[config.mk]
export PLATFORM = sky130hd
export DESIGN_NAME = char_lcd_nibble_writer_flat
export DESIGN_NICKNAME = d
export VERILOG_FILES = /design/src/hdl/clnw_pkg.sv /design/src/hdl/clnw_cmd_if.sv /design/src/hdl/clnw_out_if.sv /design/src/hdl/char_lcd_nibble_writer.sv /design/src/flat_wrapper.sv
export SDC_FILE = /design/constraint.sdc
export NUM_CORES = 1
export LEC_CHECK = 0
export BUFFER_PORTS_ARGS = -buffer_cell sky130_fd_sc_hd__buf_2
export CORE_ASPECT_RATIO = 0.5
export CORE_UTILIZATION = 50
export DETAILED_ROUTE_END_ITERATION = 8
export GPL_TIMING_DRIVEN = 0
export PLACE_DENSITY = 0.65
export SETUP_SLACK_MARGIN = 0.1
export SLEW_MARGIN = 20
export SYNTH_ARGS = -nofsm -noshare
export SYNTH_HDL_FRONTEND = slang
export SYNTH_SLANG_ARGS = --single-unit
export TNS_END_PERCENT = 50
[constraint.sdc]
create_clock -name i_clk -period 8.11 [get_ports i_clk]
set_clock_uncertainty 0.1 [all_clocks]
set_input_delay 0.811 -clock i_clk [delete_from_list [all_inputs] [get_ports i_clk]]
set_output_delay 0.811 -clock i_clk [all_outputs]
set_load 0.01 [all_outputs]
[src/hdl/clnw_pkg.sv]
// clnw_pkg: shared types, constants and word helpers for the character lcd
// nibble writer. No dependencies; used by the interfaces and the top level.
package clnw_pkg;

    // display geometry and cache size
    localparam int COLUMNS     = 16;
    localparam int CACHE_DEPTH = 32;
    localparam int CACHE_AW    = $clog2(CACHE_DEPTH);
    localparam int POS_W       = $clog2(COLUMNS + 1);
    localparam int CNT_W       = 5;

    // payload field widths
    localparam int OP_W    = 3;
    localparam int BYTE_W  = 8;
    localparam int COL_W   = 4;
    localparam int INDEX_W = 5;

    // lcd instruction codes
    localparam logic [7:0] LCD_LINE0_ADDR = 8'h80;
    localparam logic [7:0] LCD_LINE1_ADDR = 8'hC0;
    localparam logic [7:0] LCD_ADDR_MASK  = 8'h7F;
    localparam logic [7:0] LCD_SHIFT      = 8'h10;
    localparam logic [7:0] LCD_CLEAR      = 8'h01;
    localparam logic [7:0] LCD_FUNC_SET   = 8'h28;
    localparam logic [7:0] LCD_DISP_ON    = 8'h0E;
    localparam logic [7:0] LCD_ENTRY_MODE = 8'h06;
    localparam logic [3:0] LCD_WAKE_NIB   = 4'h3;
    localparam logic [3:0] LCD_4BIT_NIB   = 4'h2;

    // cache fill patterns
    localparam logic [7:0] CHAR_SPACE = 8'h20;
    localparam logic [7:0] CHAR_NUL   = 8'h00;

    // result counts (index of the final word)
    localparam logic [CNT_W-1:0] LAST_BYTE   = CNT_W'(3);
    localparam logic [CNT_W-1:0] LAST_2BYTE  = CNT_W'(7);
    localparam logic [CNT_W-1:0] LAST_INIT   = CNT_W'(23);
    localparam logic [CNT_W-1:0] LAST_SINGLE = CNT_W'(0);
    localparam int INIT_NIBBLE_WORDS = 8;

    typedef enum logic [OP_W-1:0] {
        OP_CHAR   = 3'd0,
        OP_INSTR  = 3'd1,
        OP_SETCUR = 3'd2,
        OP_SHIFT  = 3'd3,
        OP_CLEAR  = 3'd4,
        OP_INIT   = 3'd5,
        OP_READ   = 3'd6
    } t_op;

    typedef enum logic [1:0] {
        SEQ_BYTES,
        SEQ_INIT,
        SEQ_READ
    } t_seq;

    // shift register word: nibble, two spare zeros, enable, register select
    function automatic logic [7:0] sr_word(input logic [3:0] nib, input logic en,
                                           input logic rs);
        sr_word = {nib, 2'b00, en, rs};
    endfunction

    // word k of a byte sent as two nibbles, each with enable high then low
    function automatic logic [7:0] byte_word(input logic [7:0] b, input logic [1:0] k,
                                             input logic rs);
        logic [3:0] nib;
        nib = k[1] ? b[3:0] : b[7:4];
        byte_word = sr_word(nib, ~k[0], rs);
    endfunction

    // set-address instruction for a line and column
    function automatic logic [7:0] addr_byte(input logic ln, input logic [POS_W-1:0] col);
        addr_byte = (ln ? LCD_LINE1_ADDR : LCD_LINE0_ADDR) | (8'(col) & LCD_ADDR_MASK);
    endfunction

    // power-up sequence: four single nibbles then four instructions
    function automatic logic [7:0] init_word(input logic [CNT_W-1:0] k);
        logic [CNT_W-1:0] j;
        logic [7:0]       b;
        j = k - CNT_W'(INIT_NIBBLE_WORDS);
        case (j[3:2])
            2'd0:    b = LCD_FUNC_SET;
            2'd1:    b = LCD_DISP_ON;
            2'd2:    b = LCD_CLEAR;
            default: b = LCD_ENTRY_MODE;
        endcase
        if (k < CNT_W'(INIT_NIBBLE_WORDS - 2)) begin
            init_word = sr_word(LCD_WAKE_NIB, ~k[0], 1'b0);
        end else if (k < CNT_W'(INIT_NIBBLE_WORDS)) begin
            init_word = sr_word(LCD_4BIT_NIB, ~k[0], 1'b0);
        end else begin
            init_word = byte_word(b, j[1:0], 1'b0);
        end
    endfunction

endpackage

[src/hdl/clnw_cmd_if.sv]
// clnw_cmd_if: command channel of the nibble writer, valid/ready handshake
// depends on clnw_pkg for field widths
interface clnw_cmd_if;
    logic                            valid;
    logic                            ready;
    logic [clnw_pkg::OP_W-1:0]       operation;
    logic [clnw_pkg::BYTE_W-1:0]     value;
    logic                            line;
    logic [clnw_pkg::COL_W-1:0]      column;
    logic                            direction;
    logic [clnw_pkg::INDEX_W-1:0]    index;

    modport source (output valid, operation, value, line, column, direction, index,
                    input ready);
    modport sink   (input valid, operation, value, line, column, direction, index,
                    output ready);
endinterface

[src/hdl/clnw_out_if.sv]
// clnw_out_if: result channel of the nibble writer, valid/ready handshake
// depends on clnw_pkg for field widths
interface clnw_out_if;
    logic                        valid;
    logic                        ready;
    logic [clnw_pkg::BYTE_W-1:0] sr_byte;
    logic                        sr_valid;
    logic [clnw_pkg::BYTE_W-1:0] read_char;
    logic                        last;

    modport source (output valid, sr_byte, sr_valid, read_char, last, input ready);
    modport sink   (input valid, sr_byte, sr_valid, read_char, last, output ready);
endinterface

[src/hdl/char_lcd_nibble_writer.sv]
// char_lcd_nibble_writer: 4-bit lcd command sequencer with a character cache
// depends on clnw_pkg, clnw_cmd_if and clnw_out_if
//
// Usage: commands arrive on i_cmd (char, instruction, set cursor, shift cursor,
// clear, init, read cache). Each accepted command yields its result words on
// o_res, one per cycle while the receiver is ready, the final one flagged by
// last. Shift register words carry sr_valid = 1; a read cache command yields a
// single word with sr_valid = 0 and the cached character in read_char.
// The command is registered into the word sequencer, which then loads its
// first word into the output register. Throughput: one word per cycle while
// the receiver is ready, set by the single word sequencer; a command has 1 word
// for a read, 4 for most, 8 for a char that wraps the line, 24 for init.
// The next command is taken in the cycle the previous one's final word is
// generated, so commands stream without gaps. Code 7 is taken and dropped.
// The cache is a 32 x 8 synchronous memory, one write or one read a cycle, with
// a valid bit per entry; clear and init drop all valid bits and set the fill
// character, so they take no sweep.
// Reset: cursor at line 0 column 0, cache reads as spaces, no words pending.
// A stalled receiver holds the output register and stops the sequencer, which
// in turn holds off new commands.
module char_lcd_nibble_writer (
    input  logic              i_clk,
    input  logic              i_rst_n,
    clnw_cmd_if.sink          i_cmd,
    clnw_out_if.source        o_res
);

    localparam int PW = clnw_pkg::POS_W;
    localparam int AW = clnw_pkg::CACHE_AW;
    localparam int CW = clnw_pkg::CNT_W;

    // cursor and cache bookkeeping
    logic                   r_line;
    logic [PW-1:0]          r_pos;
    logic [clnw_pkg::CACHE_DEPTH-1:0] r_valid;
    logic [7:0]             r_fill;
    logic [7:0]             r_cache [clnw_pkg::CACHE_DEPTH];
    logic [7:0]             r_rd_data;
    logic                   r_rd_hit;
    logic                   r_rd_inrange;
    logic [7:0]             r_rd_fill;

    // word sequencer
    logic                   r_g_active;
    clnw_pkg::t_seq         r_g_kind;
    logic                   r_g_has_pre;
    logic [7:0]             r_g_pre;
    logic [7:0]             r_g_main;
    logic                   r_g_rs;
    logic [CW-1:0]          r_g_cnt;
    logic [CW-1:0]          r_g_last;

    // output register
    logic                   r_o_valid;
    logic [7:0]             r_o_byte;
    logic                   r_o_srv;
    logic [7:0]             r_o_char;
    logic                   r_o_last;

    // next values decoded from the command
    logic                   n_line;
    logic [PW-1:0]          n_pos;
    logic                   n_start;
    clnw_pkg::t_seq         n_kind;
    logic                   n_has_pre;
    logic [7:0]             n_pre;
    logic [7:0]             n_main;
    logic                   n_rs;
    logic [CW-1:0]          n_last;
    logic                   n_wr;
    logic [AW-1:0]          n_wr_addr;
    logic                   n_clr;
    logic                   n_ini;
    logic                   n_rd;

    logic                   cmd_fire;
    logic                   out_load;
    logic                   gen_fire;
    logic                   gen_done;
    logic [7:0]             g_byte;
    logic                   g_srv;
    logic [7:0]             g_char;
    logic [PW:0]            shift_np;
    logic [PW-1:0]          set_col;

    // handshake
    assign out_load    = ~r_o_valid | o_res.ready;
    assign gen_fire    = r_g_active & out_load;
    assign gen_done    = gen_fire & (r_g_cnt == r_g_last);
    assign i_cmd.ready = ~r_g_active | gen_done;
    assign cmd_fire    = i_cmd.valid & i_cmd.ready;

    assign o_res.valid     = r_o_valid;
    assign o_res.sr_byte   = r_o_byte;
    assign o_res.sr_valid  = r_o_srv;
    assign o_res.read_char = r_o_char;
    assign o_res.last      = r_o_last;

    // command decode: cursor update, cache access and word plan
    always_comb begin
        n_line    = r_line;
        n_pos     = r_pos;
        n_start   = 1'b1;
        n_kind    = clnw_pkg::SEQ_BYTES;
        n_has_pre = 1'b0;
        n_pre     = 8'h00;
        n_main    = i_cmd.value;
        n_rs      = 1'b0;
        n_last    = clnw_pkg::LAST_BYTE;
        n_wr      = 1'b0;
        n_wr_addr = '0;
        n_clr     = 1'b0;
        n_ini     = 1'b0;
        n_rd      = 1'b0;
        shift_np  = i_cmd.direction ? ({1'b0, r_pos} + (PW+1)'(1))
                                    : ({1'b0, r_pos} - (PW+1)'(1));
        set_col   = (PW'(i_cmd.column) > PW'(clnw_pkg::COLUMNS - 1))
                    ? PW'(clnw_pkg::COLUMNS - 1) : PW'(i_cmd.column);
        case (clnw_pkg::t_op'(i_cmd.operation))
            clnw_pkg::OP_CHAR: begin
                if (r_pos >= PW'(clnw_pkg::COLUMNS)) begin
                    n_has_pre = 1'b1;
                    n_pre     = clnw_pkg::addr_byte(~r_line, '0);
                    n_line    = ~r_line;
                    n_last    = clnw_pkg::LAST_2BYTE;
                    n_wr_addr = AW'(32'({~r_line}) * clnw_pkg::COLUMNS);
                    n_pos     = PW'(1);
                end else begin
                    n_wr_addr = AW'(32'(r_line) * clnw_pkg::COLUMNS + 32'(r_pos));
                    n_pos     = r_pos + PW'(1);
                end
                n_wr = 1'b1;
                n_rs = 1'b1;
            end
            clnw_pkg::OP_INSTR: begin
                n_main = i_cmd.value;
            end
            clnw_pkg::OP_SETCUR: begin
                n_main = clnw_pkg::addr_byte(i_cmd.line, set_col);
                n_line = i_cmd.line;
                n_pos  = set_col;
            end
            clnw_pkg::OP_SHIFT: begin
                if (!i_cmd.direction && r_pos == '0) begin
                    n_main = clnw_pkg::addr_byte(~r_line, PW'(clnw_pkg::COLUMNS - 1));
                    n_line = ~r_line;
                    n_pos  = PW'(clnw_pkg::COLUMNS - 1);
                end else if (shift_np >= (PW+1)'(clnw_pkg::COLUMNS)) begin
                    n_main = clnw_pkg::addr_byte(~r_line, '0);
                    n_line = ~r_line;
                    n_pos  = '0;
                end else begin
                    n_main = clnw_pkg::LCD_SHIFT | {5'b0, i_cmd.direction, 2'b00};
                    n_pos  = shift_np[PW-1:0];
                end
            end
            clnw_pkg::OP_CLEAR: begin
                n_main = clnw_pkg::LCD_CLEAR;
                n_line = 1'b0;
                n_pos  = '0;
                n_clr  = 1'b1;
            end
            clnw_pkg::OP_INIT: begin
                n_kind = clnw_pkg::SEQ_INIT;
                n_last = clnw_pkg::LAST_INIT;
                n_line = 1'b0;
                n_pos  = '0;
                n_ini  = 1'b1;
            end
            clnw_pkg::OP_READ: begin
                n_kind = clnw_pkg::SEQ_READ;
                n_last = clnw_pkg::LAST_SINGLE;
                n_rd   = 1'b1;
            end
            default: begin
                n_start = 1'b0;
            end
        endcase
    end

    // current word of the sequencer
    always_comb begin
        g_srv  = 1'b1;
        g_char = 8'h00;
        case (r_g_kind)
            clnw_pkg::SEQ_BYTES: begin
                if (r_g_has_pre && !r_g_cnt[2]) begin
                    g_byte = clnw_pkg::byte_word(r_g_pre, r_g_cnt[1:0], 1'b0);
                end else begin
                    g_byte = clnw_pkg::byte_word(r_g_main, r_g_cnt[1:0], r_g_rs);
                end
            end
            clnw_pkg::SEQ_INIT: begin
                g_byte = clnw_pkg::init_word(r_g_cnt);
            end
            clnw_pkg::SEQ_READ: begin
                g_byte = 8'h00;
                g_srv  = 1'b0;
                if (r_rd_inrange) begin
                    g_char = r_rd_hit ? r_rd_data : r_rd_fill;
                end
            end
            default: begin
                g_byte = 8'h00;
            end
        endcase
    end

    // cache memory: one write or one registered read per cycle
    always_ff @(posedge i_clk) begin
        if (cmd_fire && n_wr) begin
            r_cache[n_wr_addr] <= i_cmd.value;
        end
        if (cmd_fire && n_rd) begin
            r_rd_data <= r_cache[i_cmd.index[AW-1:0]];
        end
    end

    // control state, cursor, valid bits and output register
    always_ff @(posedge i_clk) begin
        if (!i_rst_n) begin
            r_line     <= 1'b0;
            r_pos      <= '0;
            r_valid    <= '0;
            r_fill     <= clnw_pkg::CHAR_SPACE;
            r_g_active <= 1'b0;
            r_g_cnt    <= '0;
            r_o_valid  <= 1'b0;
        end else begin
            // command transaction
            if (cmd_fire) begin
                r_line <= n_line;
                r_pos  <= n_pos;
                if (n_wr) begin
                    r_valid[n_wr_addr] <= 1'b1;
                end
                if (n_clr) begin
                    r_valid <= '0;
                    r_fill  <= clnw_pkg::CHAR_NUL;
                end
                if (n_ini) begin
                    r_valid <= '0;
                    r_fill  <= clnw_pkg::CHAR_SPACE;
                end
                if (n_rd) begin
                    r_rd_hit     <= r_valid[i_cmd.index[AW-1:0]];
                    r_rd_inrange <= 32'(i_cmd.index) < clnw_pkg::CACHE_DEPTH;
                    r_rd_fill    <= r_fill;
                end
                r_g_active  <= n_start;
                r_g_kind    <= n_kind;
                r_g_has_pre <= n_has_pre;
                r_g_pre     <= n_pre;
                r_g_main    <= n_main;
                r_g_rs      <= n_rs;
                r_g_last    <= n_last;
                r_g_cnt     <= '0;
            end else if (gen_done) begin
                r_g_active <= 1'b0;
            end else if (gen_fire) begin
                r_g_cnt <= r_g_cnt + CW'(1);
            end

            // output register
            if (gen_fire) begin
                r_o_valid <= 1'b1;
                r_o_byte  <= g_byte;
                r_o_srv   <= g_srv;
                r_o_char  <= g_char;
                r_o_last  <= (r_g_cnt == r_g_last);
            end else if (o_res.ready) begin
                r_o_valid <= 1'b0;
            end
        end
    end

endmodule

[src/flat_wrapper.sv]
// flat-port wrapper written by rule: the top's interface ports become plain ports
module char_lcd_nibble_writer_flat 
  (i_clk, i_rst_n, i_cmd_valid, i_cmd_operation, i_cmd_value, i_cmd_line, i_cmd_column, i_cmd_direction, i_cmd_index, i_cmd_ready, o_res_valid, o_res_sr_byte, o_res_sr_valid, o_res_read_char, o_res_last, o_res_ready);
  clnw_cmd_if i_cmd_i ();
  clnw_out_if o_res_i ();
  input  logic i_clk;
  input  logic i_rst_n;
  input wire logic [$bits(i_cmd_i.valid)-1:0] i_cmd_valid;
  input wire logic [$bits(i_cmd_i.operation)-1:0] i_cmd_operation;
  input wire logic [$bits(i_cmd_i.value)-1:0] i_cmd_value;
  input wire logic [$bits(i_cmd_i.line)-1:0] i_cmd_line;
  input wire logic [$bits(i_cmd_i.column)-1:0] i_cmd_column;
  input wire logic [$bits(i_cmd_i.direction)-1:0] i_cmd_direction;
  input wire logic [$bits(i_cmd_i.index)-1:0] i_cmd_index;
  output wire logic [$bits(i_cmd_i.ready)-1:0] i_cmd_ready;
  output wire logic [$bits(o_res_i.valid)-1:0] o_res_valid;
  output wire logic [$bits(o_res_i.sr_byte)-1:0] o_res_sr_byte;
  output wire logic [$bits(o_res_i.sr_valid)-1:0] o_res_sr_valid;
  output wire logic [$bits(o_res_i.read_char)-1:0] o_res_read_char;
  output wire logic [$bits(o_res_i.last)-1:0] o_res_last;
  input wire logic [$bits(o_res_i.ready)-1:0] o_res_ready;
  assign i_cmd_i.valid = i_cmd_valid;
  assign i_cmd_i.operation = i_cmd_operation;
  assign i_cmd_i.value = i_cmd_value;
  assign i_cmd_i.line = i_cmd_line;
  assign i_cmd_i.column = i_cmd_column;
  assign i_cmd_i.direction = i_cmd_direction;
  assign i_cmd_i.index = i_cmd_index;
  assign i_cmd_ready = i_cmd_i.ready;
  assign o_res_valid = o_res_i.valid;
  assign o_res_sr_byte = o_res_i.sr_byte;
  assign o_res_sr_valid = o_res_i.sr_valid;
  assign o_res_read_char = o_res_i.read_char;
  assign o_res_last = o_res_i.last;
  assign o_res_i.ready = o_res_ready;
  char_lcd_nibble_writer u_core (.i_clk(i_clk), .i_rst_n(i_rst_n), .i_cmd(i_cmd_i), .o_res(o_res_i));
endmodule
Word level (Yosys, flattened, before mapping)
Memory sizes are Yosys's and may differ from the RTL's. A register that Yosys moved wholly into a read port is not among the register bits.
Cells that the tools add are included.
{"block": "word_totals", "regBits": 105, "ram_bits": 256, "input_bits": 26, "out_inout_bits": 20, "wordCells": 138, "n_memories": 1}
{"memory": "u_core.r_cache", "depth": 32, "word_bits": 8, "read_ports": 1, "rd_clocked_by_memory_dff": 1, "wr": 1, "line": "char_lcd_nibble_writer.sv:37", "source": "logic [7:0] r_cache [clnw_pkg::CACHE_DEPTH];"}
{"block": "classes", "addsub": 6, "order_cmp": 7, "n_eq_ne": 13, "mux": 50, "bitwise_logic": 14, "reduce_logical": 28}
{"op": "$mux 32", "count": 3}
{"op": "$mux 8", "count": 8}
{"op": "$or 32x32->32", "count": 1}
{"op": "$mux 5", "count": 5}
{"op": "$pmux 8 s3", "count": 1}
{"op": "$pmux 5 s4", "count": 1}
{"op": "$mux 1", "count": 18}
{"op": "$pmux 6 s3", "count": 1}
{"op": "$pmux 8 s2", "count": 1}
{"op": "$pmux 5 s3", "count": 1}
{"op": "$mux 7", "count": 2}
{"op": "$reduce_and 2->1", "count": 7}
{"op": "$lt 5x6->1 const B", "count": 2}
{"op": "$mux 4", "count": 3}
{"op": "$add 5x1->5 const B", "count": 2}
{"op": "$eq 3x3->1 const B", "count": 3}
{"op": "$or 8x4->8", "count": 1}
{"op": "$not 1->1", "count": 7}
{"op": "$reduce_or 7->1", "count": 1}
{"op": "$add 5x1->6 const B", "count": 1}
{"op": "$eq 3x2->1 const B", "count": 2}
{"op": "$ge 6x5->1 const B", "count": 1}
{"op": "$mux 6", "count": 1}
{"op": "$reduce_bool 2->1", "count": 3}
{"op": "other kinds (30)", "count": 42}

Logic depth before layout (Yosys ltp)
Gate-level depths: netlist of the first run.
{"block": "depth", "word_depth": 11, "depth_mapped": 9, "ltp_nobuf": 8}

Worst setup path after synthesis of the first run
No wires, ideal clock.
{"block": "synth_path", "path_kind": "input to register", "start": "input port i_cmd_operation[0]", "end": "memory u_core.r_cache[5][0] (enable)", "setup_time_ns": 0.386, "t_arrival_ns": 2.561, "required_ns": 7.624, "setup_slack_ns": 5.063, "cell_stages": 5, "path_buffers": 1, "path_cell_list": "clkbuf_1 nor4_2 nand2_1 or3_1 nor3_1"}
{"block": "synth_via", "elab_chain_cells": 5, "word_cells_on_any_way": 6, "cone_classes": "4 x mux; 2 x reduce/logical"}
{"item": "from (decl)", "line": "flat_wrapper.sv:9", "source": "input wire logic [$bits(i_cmd_i.operation)-1:0] i_cmd_operation;"}
{"item": "$logic_not 3->1 (*)", "line": "char_lcd_nibble_writer.sv:119", "source": "case (clnw_pkg::t_op'(i_cmd.operation))"}
{"item": "$mux 1", "line": "char_lcd_nibble_writer.sv:119"}
{"item": "$logic_and 1x1->1", "line": "char_lcd_nibble_writer.sv:211", "source": "if (cmd_fire && n_wr) begin"}
{"item": "$mux 1", "line": "char_lcd_nibble_writer.sv:211"}
{"item": "$mux 1 (implied by the code)", "line": "char_lcd_nibble_writer.sv:212", "source": "r_cache[n_wr_addr] <= i_cmd.value;"}
{"item": "to (decl)", "line": "char_lcd_nibble_writer.sv:37"}
Mark *: on every way between the ends. The rest lies on a longest branch, timed or not.

Final worst setup path of the first run
{"block": "layout_path", "start": "register u_core.r_g_cnt[0]", "end": "memory u_core.r_cache[27][2] (enable)"}
{"block": "layout_via", "elab_chain_cells": 7}
{"item": "from (decl)", "line": "char_lcd_nibble_writer.sv:50", "source": "logic [CW-1:0] r_g_cnt;"}
{"item": "from (signal assigned)", "line": "char_lcd_nibble_writer.sv:261", "source": "r_g_cnt <= r_g_cnt + CW'(1);"}
{"item": "$eq 5x5->1", "line": "char_lcd_nibble_writer.sv:89", "source": "assign gen_done = gen_fire & (r_g_cnt == r_g_last);"}
{"item": "$and 1x1->1", "line": "char_lcd_nibble_writer.sv:89"}
{"item": "$or 1x1->1", "line": "char_lcd_nibble_writer.sv:90", "source": "assign i_cmd.ready = ~r_g_active | gen_done;"}
{"item": "$and 1x1->1", "line": "char_lcd_nibble_writer.sv:91", "source": "assign cmd_fire = i_cmd.valid & i_cmd.ready;"}
{"item": "$logic_and 1x1->1", "line": "char_lcd_nibble_writer.sv:211"}
{"item": "$mux 1", "line": "char_lcd_nibble_writer.sv:211"}
{"item": "$mux 1 (implied by the code)", "line": "char_lcd_nibble_writer.sv:212"}
No other way between the ends.

==> results of run 1 <==
[layer usage]
layer	up-vias	GRT usage (%)	wire, um
li1	3313	-	-
met1	3809	33.1	13500
met2	349	33.7	13800
met3	43	5.57	2900
met4	0	6.65	862
met5	-	0	0
[area by class of cell]
class	count	area share (%)
Clock inverter	15	0.463
Sequential cell	344	62.9
Buffer	45	1.27
Timing Repair Buffer	44	1.52
Tap cell	374	2.98
Inverter	16	0.383
Clock buffer	42	5.21
Multi-Input combinational cell	394	25.3
[stage by stage]
step / util [%] / hold WS, ns / instances
after floorplan: - / 0.308 / 799
after global placement: 54.3 / 0.342 / 1210
after detailed placement: 54.9 / 0.353 / 1217
after CTS: 58.2 / 0.368 / 1274
after global routing: 58.2 / 0.380 / 1274
final: 58.2 / 0.367 / 1274
[layout by cell type, fill, tap and decap left out, types with 9 or more instances in the layout]
cell and n:
buf_2 49, nand2_1 30, buf_4 9, mux4_2 90, a21oi_1 20, nor2_1 65, inv_1 15, and2_1 11
dfxtp_1 46, nor3_2 20, mux2_2 11, clkbuf_1 39, o21ai_0 17, edfxtp_1 298, nand3_1 11, o21a_1 17
clkbuf_16 31
[logic make-up after synthesis]
| kind of cell | share of synthesized area, % |
|---|---|
| DFF | 70.6 |
| adders and majority gates | 0.769 |
| other | 0.0268 |
| and+or+nand+nor | 6.07 |
| xor gates and xnor gates | 0.689 |
| AOI/OAI and AO/OA | 4.15 |
| buffers and inverters | 1.85 |
| muxes | 15.9 |
[sequential cells by signal, summed over array words and instances (netlist names)]
register / cells
u_core.o_res.last: 1
u_core.o_res.read_char: 8
u_core.o_res.sr_byte: 6
u_core.o_res.sr_valid: 1
u_core.o_res.valid: 1
u_core.r_cache: 256
u_core.r_fill: 1
u_core.r_g_active: 1
u_core.r_g_cnt: 5
u_core.r_g_has_pre: 1
u_core.r_g_kind: 2
u_core.r_g_last: 2
u_core.r_g_main: 8
u_core.r_g_pre: 2
u_core.r_g_rs: 1
u_core.r_line: 1
u_core.r_pos: 5
u_core.r_rd_data: 8
u_core.r_rd_fill: 1
u_core.r_rd_hit: 1
u_core.r_valid: 32
[power groups by stage]
stage               combinational (mW)  sequential (mW)  clock, mW
CTS                              0.227             1.94       1.34
floorplan                        0.137             1.98          0
detailed placement               0.226             1.98          0
finish                           0.228             1.94       1.32
global route                     0.246             1.94       1.40
global placement                 0.221             1.98          0
[critical path, delay by kind of cell, from the launching register on]
| family | cells | cell delay [ns] |
|---|---|---|
| AND/OR/NAND/NOR | 3 | 1.70 |
| AO/OA/AOI/OAI | 2 | 0.41 |
| flip-flops | 1 | 0.37 |
| buffers and inverters | 1 | 0.19 |
[worst max-delay path by stage]
| stage | from | to | slack, ns | depth (start not counted) |
|---|---|---|---|---|
| 6_report | u_core.r_g_cnt[0] | u_core.r_cache[27][2] | 4.96 | 6 |
| 5_1_grt | u_core.r_g_cnt[0] | u_core.r_cache[24][5] | 4.74 | 6 |
| 4_1_cts | u_core.r_g_cnt[0] | u_core.r_cache[27][2] | 4.85 | 6 |
| 3_5_place_dp | i_cmd_index[0] | u_core.r_rd_data[5] | 4.42 | 5 |
| 3_3_place_gp | i_cmd_operation[0] | u_core.r_cache[26][6] | 3.95 | 5 |
| 2_1_floorplan | i_cmd_operation[0] | u_core.r_cache[5][0] | 5.06 | 5 |
==> impl_results.md, run 1 <==
* Clk buf depth at 3
* #FFs+latches synth at 344
* Die area at 28700 um^2
* Switch Pwr at 765 uW
* Count leader, synth: edfxtp_1
* Register area share after synthesis at 70.6%
* Peak VDD IR at 0.179 mV
* Vias at 7514
* Pre-Repair DR Iteration Count at 5
* Instance area at placement at 14800 um^2
* Required @ worst endpoint at 8.20 ns
* Fin area at 15700 um^2
* CTS Buf Count at 31
* RSZ-0062 raised after global routing: false
* PostCTS Resize Cnt at 0
* Top FF cell, synth: edfxtp_1
* Peak Freq at 317 MHz
* Asr flop ratio synth at 0%
* Clock Tree Root: clkbuf_16
* Reg clk slew, reported paths at 0.07 ns
* Global Route Usage Sum at 22.6%
* Mean Syn Cell Area at 17.5 um^2
* Pre-CTS worst setup slack at 4.42 ns
* Class of the tightest hold or removal check: flip-flop to flip-flop
* FP Rows at 42
* Flop pwr share at 55.7%
* Synthesized netlist cell count at 798
* PortBufs at 37
* Post-synth EDFFs at 298
* Largest stage delay, worst path at 0.78 ns
* Slew Viols, Final at 0
* Logic pwr share at 6.5%
* CTS tree: built
* Initial antenna violation count at 0
* Nets at 910
* RR Endpoint: u_core.r_cache[27][2]
* Initial DRC count at 815
* Total grt overflow at 0
* Area of the multi-input gates at 3970 um^2
* Core area at 27000 um^2
* Final period util at 38.9%
* Vias in the first global route at 7350
* I/O Pins at 46
* Synth cell count leaders: 298 x edfxtp_1, 90 x mux4_2, 67 x nor2_1
* Cell taking the most area after synthesis: edfxtp_1
* Largest cells by area after synthesis: edfxtp_1 64%, mux4_2 14%, dfxtp_1 6.6%
* Critical path class: flip-flop to flip-flop
* CTS HTree Levels at 1
* Sequential Area at 9870 um^2
* Slowest stage cell on the critical path: nor2_1
* Internal power at 2.72 mW
* Post-CTS setup buffers at 0
* Gpl congestion at 0.904
* Number of clock sinks at 344
* Clock power frac at 37.8%
* Min-Delay Endpoint: u_core.r_valid[7]
* Reg-to-reg slack, setup at 4.96 ns
* Initial Utilization at 51.9%
* Worst setup margin at 4.96 ns
* Hold_buf cts at 0
* Top-area cell type share of the netlist area at 64.0%
* Final wirelength at 31.0 mm
* Final Total Pwr at 3.49 mW
* Dpl hpwl at 20.8 mm
* Largest net degree at the start of global routing at 35
* First-pass GRT wire length at 46.4 mm
* Crit-path cells: or3_4 > a211oi_2 > a21oi_1 > buf_6 > or3_1 > nor2_1
* Post-DRT Antenna Nets at 0
* Wire per inst at 24.4 um
* Leak at 5.03 nW
* Warnings, synthesis at 0
* Worst R2R Path Depth at 6
* Worst-Margin Slew at 0.947 ns
* Layout cells sized above 1 at 25.8%
* Status: complete, no violations
* Drt drc at 0
* Hold_sp: u_core.r_valid[7]
* CP Launch Type: flip-flop
* Fin. Hold Viols at 0
* Hold depth at 1
* Die width at 239 um
* Crit path DAT at 3.24 ns
* Total negative slack at 0 ns
* Crit-path max FO at 10
* R2R Path Start: u_core.r_g_cnt[0]
* Sw Share at 21.9%
* Setup Viol. Count Final at 0
* Clock latency on the worst-skew pair at 0.57 ns
* DR vias/cell at 5.90
* Chip Height at 120 um
* Yosys cell types at 52
* Slew headroom at 36.6%
* Min Clock Period, post-route at 3.15 ns
* Synthesized cell area at 14000 um^2
* CP Capture Type: flip-flop
* Max_cap viols at 0
* Ant. Diodes at 0
* Total of fill cells in the finished design at 2024
* Pwr dens at 222 nW/um^2
* Area growth syn-to-layout at 12.2%
No activity file was read; power rests on OpenSTA's default activity.
==> inputs of run 2 (changes only) <==
clock period = 3 ns   (was 8.11 ns; I/O delays follow)
==> run 2 against run 1 <==
  * Sequential cell count stayed put
  * Register-to-register slack worse by 4.9 ns
  * Clock power grew to 2.7 times the previous value
  * Worst hold slack worse by 0.34 ns
  * Combinational power grew to 2.7 times the previous value
  * Critical path type unchanged
  * Critical endpoint is now u_core.r_cache[19][3]
  * Highest routed layer unchanged
==> impl_results.md, run 2 (synthesis gave the netlist of run 1 again) <==
* Status: complete, no violations (unchanged)
* Class of the tightest hold or removal check: input port to flip-flop (was flip-flop to flip-flop)
* Final wirelength at 31.4 mm (was 31.0 mm)
* Clk buf depth at 3 (unchanged)
* Non-filler instance count after layout at 1277 (was 1274)
* Initial antenna violation count at 0 (unchanged)
* Crit-path max FO at 10 (unchanged)
* Core area at 27000 um^2 (unchanged)
* Required @ worst endpoint at 3.09 ns (was 8.20 ns)
* Pwr dens at 595 nW/um^2 (was 222 nW/um^2)
* CP Launch Type: flip-flop (unchanged)
* Nets at 913 (was 910)
* Hold_ws at 0.0311 ns (was 0.367 ns)
* Peak VDD IR at 0.483 mV (was 0.179 mV)
* Dpl hpwl at 20.8 mm (unchanged)
* Worst-Margin Slew at 1.18 ns (was 0.947 ns)
* Commonest non-fill, non-tap cell in the layout: edfxtp_1 (unchanged)
* FP Rows at 42 (unchanged)
* Drt drc at 0 (unchanged)
* CTS Buf Count at 31 (unchanged)
* Slew headroom at 21.0% (was 36.6%)
* Total negative slack at 0 ns (unchanged)
* Fin. Hold Viols at 0 (unchanged)
* CTS HTree Levels at 1 (unchanged)
* Initial Utilization at 51.9% (unchanged)
* Number of clock sinks at 344 (unchanged)
* Peak Freq at 340 MHz (was 317 MHz)
* CTS tree: built (unchanged)
* First-pass GRT wire length at 46.6 mm (was 46.4 mm)
* Final Util at 58.9% (was 58.2%)
* Pre-Repair DR Iteration Count at 5 (unchanged)
* I/O Pins at 46 (unchanged)
* Post-DRT Antenna Nets at 0 (unchanged)
* Global Route Usage Sum at 22.6% (about the same)
* Vias in the first global route at 7389 (was 7350)
* Vias at 7562 (was 7514)
* Chip Height at 120 um (unchanged)
* Crit path DAT at 3.03 ns (was 3.24 ns)
* Reg clk slew, reported paths at 0.06 ns (was 0.07 ns)
* Number of flip-flops in the largest register at 256 (unchanged)
* Die area at 28700 um^2 (unchanged)
* Setup Viol. Count Final at 0 (unchanged)
* PortBufs at 37 (unchanged)
* Final period util at 98.0% (was 38.9%)
* Biggest regs: u_core.r_cache x256, u_core.r_valid x32 (unchanged)
* Clock latency on the worst-skew pair at 0.57 ns (about the same)
* Min Clock Period, post-route at 2.94 ns (was 3.15 ns)
* CP Capture Type: flip-flop (unchanged)
* Pre-CTS worst setup slack at -0.250 ns (was 4.42 ns)
* RSZ-0062 raised after global routing: true (was false)
* Slew Viols, Final at 0 (unchanged)
* Worst setup margin at 0.0612 ns (was 4.96 ns)
* Instance area at placement at 14800 um^2 (unchanged)
* DR vias/cell at 5.92 (was 5.90)
* Biggest register: u_core.r_cache (unchanged)
* Cells after DPL at 1217 (unchanged)
* Fin area at 15900 um^2 (was 15700 um^2)
* Gpl congestion at 0.904 (unchanged)
* Die width at 239 um (unchanged)
* Initial DRC count at 806 (was 815)
* Critical path class: flip-flop to flip-flop (unchanged)
* Highest-count cells in the layout ignoring fill and taps: 298 x edfxtp_1, 90 x mux4_2, 53 x nor2_1 (was 298 x edfxtp_1, 90 x mux4_2, 65 x nor2_1)
* Wire per inst at 24.6 um (was 24.4 um)
* Total grt overflow at 0 (unchanged)
* Total of fill cells in the finished design at 2003 (was 2024)
* Clock Tree Root: clkbuf_16 (unchanged)
* Layout cells sized above 1 at 27.7% (was 25.8%)
* Final Total Pwr at 9.44 mW (was 3.49 mW)
* Leak at 5.10 nW (was 5.03 nW)
* Largest net degree at the start of global routing at 35 (unchanged)
* Ant. Diodes at 0 (unchanged)
* Max_cap viols at 0 (unchanged)
* Area growth syn-to-layout at 13.5% (was 12.2%)
run 2: cell count changes in the layout (fill, tap and decap cells not counted), moves of 3 or more:
cell | previous run | this run
nor3_4 | 0 | 4
nor3_2 | 20 | 16
clkbuf_1 | 39 | 36
nor2_4 | 0 | 12
nor2_1 | 65 | 53
run 2: where the power goes:
part | total [mW] | internal (mW) | switching, mW
Sequential | 5.25 | 5.23 | 0.0190
Clock | 3.56 | 1.90 | 1.66
Combinational | 0.626 | 0.232 | 0.394
Total | 9.44 | 7.36 | 2.08
run 2: worst paths after layout:
| kind | from | to | slack [ns] | depth (start not counted) |
|---|---|---|---|---|
| max | u_core.r_g_cnt[0] | u_core.r_cache[19][3] | 0.06 | 6 |
| min | i_cmd_line | u_core.r_g_main[6] | 0.03 | 3 |
| max reg2reg | u_core.r_g_cnt[0] | u_core.r_cache[19][3] | 0.06 | 6 |
| min reg2reg | u_core.r_valid[7] | u_core.r_valid[7] | 0.37 | 1 |
run 2: final cells by class:
class                           count  area (um^2)  area share [%]
Tap cell                          374          468            2.95
Clock inverter                     15         72.6           0.457
Timing Repair Buffer               48          298            1.88
Inverter                           16         60.1           0.378
Clock buffer                       42          817            5.15
Sequential cell                   344         9870            62.2
Buffer                             44          198            1.25
Multi-Input combinational cell    394         4090            25.8
run 2: critical path: stages (launching register included):
cell	delay, ns
dfxtp_1	0.37
or3_4	0.42
a211oi_2	0.25
a21oi_1	0.16
buf_6	0.19
clkbuf_2	0.29
nor3_2	0.78
run 2: routing by layer:
layer	up-vias	GRT usage [%]	share of wire (%)
li1	3328	-	-
met1	3886	33.1	44
met2	309	34.0	45
met3	39	5.64	9.0
met4	0	6.41	2.7
met5	-	0	0
run 2: timing repair:
action	4_1_cts	5_1_grt
setup endpoints to repair	214	211
hold endpoints to repair	2	0
buffers inserted	0	2
pin swaps	0	5
hold buffers	2	0
resized for setup	11	22
